`src/sv/ppm_pkg.sv`:
```
// types and constants of the ppm frame decoder
`timescale 1ns / 1ps
`default_nettype none

package ppm_pkg;

	localparam int TICK_W  = 16;
	localparam int IDX_W   = 4;
	localparam int GAIN_W  = 10;
	localparam int VALUE_W = 21;
	localparam int PROD_W  = GAIN_W + TICK_W;
	localparam int QUO_W   = VALUE_W - 1;

	// floor(m / 100) == (m * RECIP_MUL) >> RECIP_SHIFT for every m below 2**30
	localparam int RECIP_SHIFT = 33;
	localparam int RECIP_W     = 27;
	localparam logic [RECIP_W-1:0] RECIP_MUL = 27'd85899346;
	localparam int RPROD_W     = PROD_W + RECIP_W;

	localparam logic [TICK_W-1:0] TICK_MAX = '1;

	typedef logic [1:0] cfg_idx_t;
	localparam cfg_idx_t CFG_GAIN          = 2'd0;
	localparam cfg_idx_t CFG_CENTER_OFFSET = 2'd1;
	localparam cfg_idx_t CFG_SYNC_LIMIT    = 2'd2;

	localparam logic [GAIN_W-1:0] GAIN_RST   = 10'd244;
	localparam logic [TICK_W-1:0] OFFSET_RST = 16'd1220;
	localparam logic [TICK_W-1:0] SYNC_RST   = 16'd4000;

	// one channel pulse on its way to scaling: sign and magnitude of interval - offset
	typedef struct packed {
		logic [IDX_W-1:0]  idx;
		logic              neg;
		logic [TICK_W-1:0] mag;
	} pulse_t;

endpackage

`default_nettype wire

```
`src/sv/ppm_front.sv`:
```
// edge detection, interval counter and channel index tracking
`timescale 1ns / 1ps
`default_nettype none

module ppm_front
	import ppm_pkg::*;
#(
	parameter int NUM_CHANNELS = 9
) (
	input  wire logic              clk,
	input  wire logic              arst_n,
	input  wire logic              take,
	input  wire logic              level,
	input  wire logic [TICK_W-1:0] center_offset,
	input  wire logic [TICK_W-1:0] sync_limit,
	output logic                   emit,
	output pulse_t                 pulse
);

	logic              last_level_q;
	logic [TICK_W-1:0] tick_q;
	logic [IDX_W-1:0]  chan_q;
	logic              rise;
	logic              fall;
	logic              is_sync;
	logic              chan_open;

	assign rise      = level & ~last_level_q;
	assign fall      = ~level & last_level_q;
	assign is_sync   = tick_q > sync_limit;
	assign chan_open = chan_q < IDX_W'(NUM_CHANNELS);
	assign emit      = take & rise & ~is_sync & chan_open;

	always_comb begin
		pulse.idx = chan_q;
		pulse.neg = tick_q < center_offset;
		if (pulse.neg) begin
			pulse.mag = center_offset - tick_q;
		end else begin
			pulse.mag = tick_q - center_offset;
		end
	end

	always_ff @(posedge clk or negedge arst_n) begin
		if (!arst_n) begin
			last_level_q <= 1'b0;
			tick_q       <= '0;
			chan_q       <= '0;
		end else if (take) begin
			last_level_q <= level;
			if (fall) begin
				tick_q <= '0;
			end else if (tick_q != TICK_MAX) begin
				tick_q <= tick_q + 1'b1;
			end
			if (rise && is_sync) begin
				chan_q <= '0;
			end else if (rise && chan_open) begin
				chan_q <= chan_q + 1'b1;
			end
		end
	end

endmodule

`default_nettype wire

```
`config.mk`:
```
export PLATFORM = sky130hd
export DESIGN_NAME = ppm_front
export DESIGN_NICKNAME = d
export VERILOG_FILES = /design/src/sv/ppm_pkg.sv /design/src/sv/ppm_front.sv
export SDC_FILE = /design/constraint.sdc
export NUM_CORES = 1
export LEC_CHECK = 0
export BUFFER_PORTS_ARGS = -buffer_cell sky130_fd_sc_hd__buf_2
export CORE_MARGIN = 4
export CORE_UTILIZATION = 45
export DETAILED_ROUTE_END_ITERATION = 12
export PLACE_DENSITY_LB_ADDON = 0.15
export SYNTH_ARGS = -nofsm -noshare
export SYNTH_HDL_FRONTEND = slang
export SYNTH_SLANG_ARGS = --single-unit
export TNS_END_PERCENT = 50
```
`constraint.sdc`:
```
create_clock -name clk -period 3.1 [get_ports clk]
set_input_delay 0.155 -clock clk [delete_from_list [all_inputs] [get_ports clk]]
set_output_delay 0.155 -clock clk [all_outputs]
set_load 0.01 [all_outputs]
```
* After elaboration in Yosys (flattened, before gate mapping) *
Cells that the tools add are included.

cells by class
  bitwise operators = 8
  $add $sub $neg = 4
  equal/unequal tests = 1
  multiplexer cells = 5
  reductions and logical operators = 6
  order comparisons = 3

operators with widths
  cell                     count
  $mux W16                 3
  $sub A16 B16 Y16         2
  $add A16 B1 Y16 const B  1
  $gt A16 B16 Y1           1
  $lt A16 B16 Y1           1
  $ne A16 B16 Y1 const B   1
  $mux W4                  2
  $and A1 B1 Y1            5
  $add A4 B1 Y4 const B    1
  $lt A4 B4 Y1 const B     1
  $reduce_and A2 Y1        2
  $reduce_bool A2 Y1       2
  $not A1 Y1               3
  $logic_and A1 B1 Y1      2

word-level totals
  register bits after elaboration = 21

* Longest topological paths before layout *
  depth after elaboration = 5
  gate-level depth with buffers = 11
  gate-level depth less buffers = 10

* Worst setup path after synthesis *
OpenSTA, ideal clock, no wires.

  path kind = register to output
  from = register tick_q[0]
  to = output pulse[14] in the netlist's numbering
  slack = 0.715 ns
  data arrival time = 2.230 ns
  data required time = 2.945 ns
  stages on the path, launching flop included = 12
  path buffers = 1
  cells stage by stage = dfrtp_1 -> inv_1 -> ha_1 -> fa_1 -> nor2b_1 -> o31a_1 -> o22ai_2 -> o21bai_4 -> buf_6 -> a21oi_1 -> a32oi_1 -> xor2_1

RTL lines
  element                 RTL line         text
  start, declared         ppm_front.sv:21  logic [TICK_W-1:0] tick_q;
  start signal, assigned  ppm_front.sv:54  tick_q <= tick_q + 1'b1;
  end, declared           ppm_front.sv:17  output pulse_t pulse

==> metrics.txt <==
DR vias=2694; number of fill cells=624; predominant post-synthesis flop cell=dfrtp_1; std cell rows=29; DP HPWL=about 5800 um; initial core utilization=0.469; Die W=~90 um; Ys Warns=0; vias in the first global route=2565; LEAKAGE=~1.8 nW; Unique masters post-synth=64; vias per cell=about 5.3; Cell Pwr Density=~360 nW/um^2; Clock power frac=0.147; Port Buffer Count=57; die area=roughly 8100 sq um; drc violations=0; Critical path buffers and inverters=2; Area growth syn-to-layout=15.4%; pre-CTS WS=~0.28 ns; average size of a mapped cell=7.99 sq um; height of the die=approximately 90 um; Final Hold Vio Count=0; number of diodes=0; Fmax=341 MHz; nets@finish=522; FF+latch count, synth=21; Critical Path RT=between 2 and 3 ns; share of async-settable or async-resettable flops after synthesis=1.00; outcome=finished clean; slowest CP cell=dfrtp_1; Crit Path Max Fanout=8; critical path's largest stage delay=0.46 ns; Worst Setup End Kind=primary output; Setup CP Type=flip-flop to primary output; GP Congestion=0.838; top cells by area, synth=ha_1 (21%), dfrtp_1 (17%), inv_1 (7.1%), xnor2_1 (5.2%), a21oi_1 (4.0%); share of the synthesized area in the top cell type=0.208; root buf cell=clkbuf_8; post-layout min period=~2.9 ns; placed insts=about 500; Post-Syn Nets=465; combinational power share=0.543; Int Pwr=about 0.72 mW; clock latency on the worst-skew pair=between 0.2 and 0.3 ns; switching fraction of total power=0.422; worst hold path class=input port to flip-flop; switching power of the nets=about 0.53 mW; DRT Pass-1 Iters=4; cell area after synthesis=around 3000 sq um; WP data arrival=around 2.8 ns; Ports=58; setup slack after layout=0.169 ns; CTS clock-pin slew for the worst setup and hold paths=about 0.080 ns; DRT iter0 DRCs=79; Yosys top cell by area=ha_1; worst vdd ir=between 0.0003 and 0.0004 V; grt ovf=0; synth cell count leaders=inv_1 (57), ha_1 (50), nor2_1 (32); routed wire length=between 6000 and 7000 um; period utilization=0.945; CTS tree=done; initial antenna violation count=0; Cells after Synth=377; Post-synth EDFFs=0; first-pass GRT wire length=11900 um; Final Setup Violations=0; crit path launch type=flip-flop; critical path's top delay family=compound AO/OA/AOI/OAI gates; clk sinks=21; largest net degree at the start of global routing=22; skew final=0.00775 ns; Max Slew Vio Count=0; ANT nets after route=0; Max-slew headroom=0.594; Avg WL per Cell=13.6 um; CTS HTree Levels=1; placeable core area=6420 sq um; Final Non-Filler Cells=slightly above 500; layout cell share with drive strength beyond 1=0.203; Max-cap violations=0; Clock Path Buffers=2; TritonCTS buffer count=3; unrepaired setup endpoints after global routing=true; crit path cell chain=ha_2 -> a21oi_4 -> o221ai_1 -> a31o_1 -> o21bai_4 -> buf_12 -> a211o_1 -> o21ai_1 -> xnor2_1 -> buf_2; measured slew at the worst slew-check pin=0.606 ns; sequential share of the synthesized area=0.175; Reg power frac=0.310; Total GRT Usage=0.171; most numerous cell in the Yosys netlist=inv_1
[worst register-to-register path: stages, from the launching register on]
cell and delay, ns:
dfrtp_1 0.49, ha_1 0.25, and3_1 0.23, nand2_1 0.12
o41ai_4 0.63, nor4_2 0.17, nand3_1 0.13, xor2_1 0.15
nor2_1 0.05
[cells in the final DEF (no fill, tap or decap), types with 6 or more instances in the layout]
master | netlist | final
xnor2_1 | 18 | 18
inv_1 | 57 | 56
a21o_1 | 14 | 14
a21oi_1 | 24 | 23
o21ai_1 | 8 | 8
nand4_1 | 6 | 6
buf_2 | 4 | 57
dfrtp_1 | 21 | 21
ha_1 | 50 | 46
o21ai_0 | 15 | 15
nor2_1 | 32 | 32
nand3_1 | 7 | 7
nand2b_1 | 7 | 7
xor2_1 | 8 | 8
nand2_1 | 23 | 23
[area by class of cell]
type / count / area, sq um / area share
Inverter: 57 / 214 / 0.0616
Tap cell: 77 / 96.3 / 0.0277
Clock inverter: 1 / 5.00 / 0.00144
Sequential cell: 21 / 526 / 0.151
Clock buffer: 3 / 41.3 / 0.0119
Timing Repair Buffer: 61 / 343 / 0.0987
Multi-Input combinational cell: 290 / 2250 / 0.647
[power groups by stage]
| stage | Combinational [mW] | Sequential (mW) | Clock [mW] |
|---|---|---|---|
| floorplan | 0.454 | 0.384 | 0 |
| global placement | 0.659 | 0.393 | 0 |
| detailed placement | 0.668 | 0.394 | 0 |
| CTS | 0.671 | 0.388 | 0.188 |
| global route | 0.769 | 0.398 | 0.200 |
| finish | 0.679 | 0.387 | 0.184 |
[kinds of logic (layout without fill, tap and decap cells)]
| family | after synthesis | count (layout) | synth area share |
|---|---|---|---|
| mux | 5 | 5 | 0.0170 |
| fa+ha+maj | 52 | 52 | 0.221 |
| compound gates | 107 | 107 | 0.254 |
| flops | 21 | 21 | 0.175 |
| xor+xnor | 26 | 26 | 0.0756 |
| simple gates | 100 | 100 | 0.167 |
| buf+inv | 66 | 122 | 0.0906 |
[registers in the layout, indices dropped and copies added (netlist names)]
| signal | cells |
|---|---|
| tick_q | 16 |
| chan_q | 4 |
| last_level_q | 1 |
[path summary, 6_finish.rpt]
kind,startpoint,end,slack (ns),depth (start not counted)
min in group asynchronous,arst_n,tick_q[8],0.38,2
min,take,last_level_q,0.16,2
max reg2reg,tick_q[1],tick_q[15],0.78,8
min reg2reg,chan_q[3],chan_q[3],0.56,2
max in group asynchronous,arst_n,last_level_q,2.39,2
max,tick_q[11],pulse[15],0.17,10
[per-stage QoR]
step,setup TNS (ns),hold slack (ns),cell area (sq um),utilization,total power [mW]
detailed placement,0,0.155,3340,0.520,1.06
global placement,0,0.157,3340,0.520,1.05
finish,0,0.157,3470,0.541,1.25
CTS,0,0.159,3400,0.530,1.25
floorplan,0,-0.141,3010,-,0.838
global route,-0.0590,0.156,3470,0.541,1.37
[layer usage]
metal / vias up / share of wire / GRT usage / routed length [um]
li1: 1424 / - / - / -
met1: 1199 / 0.50 / 0.251 / 3480
met2: 66 / 0.45 / 0.273 / 3130
met3: 5 / 0.042 / 0.0200 / 290
met4: 0 / 0.0068 / 0.0319 / 47
met5: - / 0 / 0 / 0
[what timing repair did]
action | CTS | global route
endpoints found under the hold margin | 21 | 0
setup buffers | 0 | 2
hold buffers | 1 | 0
endpoints found under the setup margin | 3 | 12
gates resized for setup | 1 | 13
pin swaps | 0 | 7
Power figures use the tool's default switching activity.
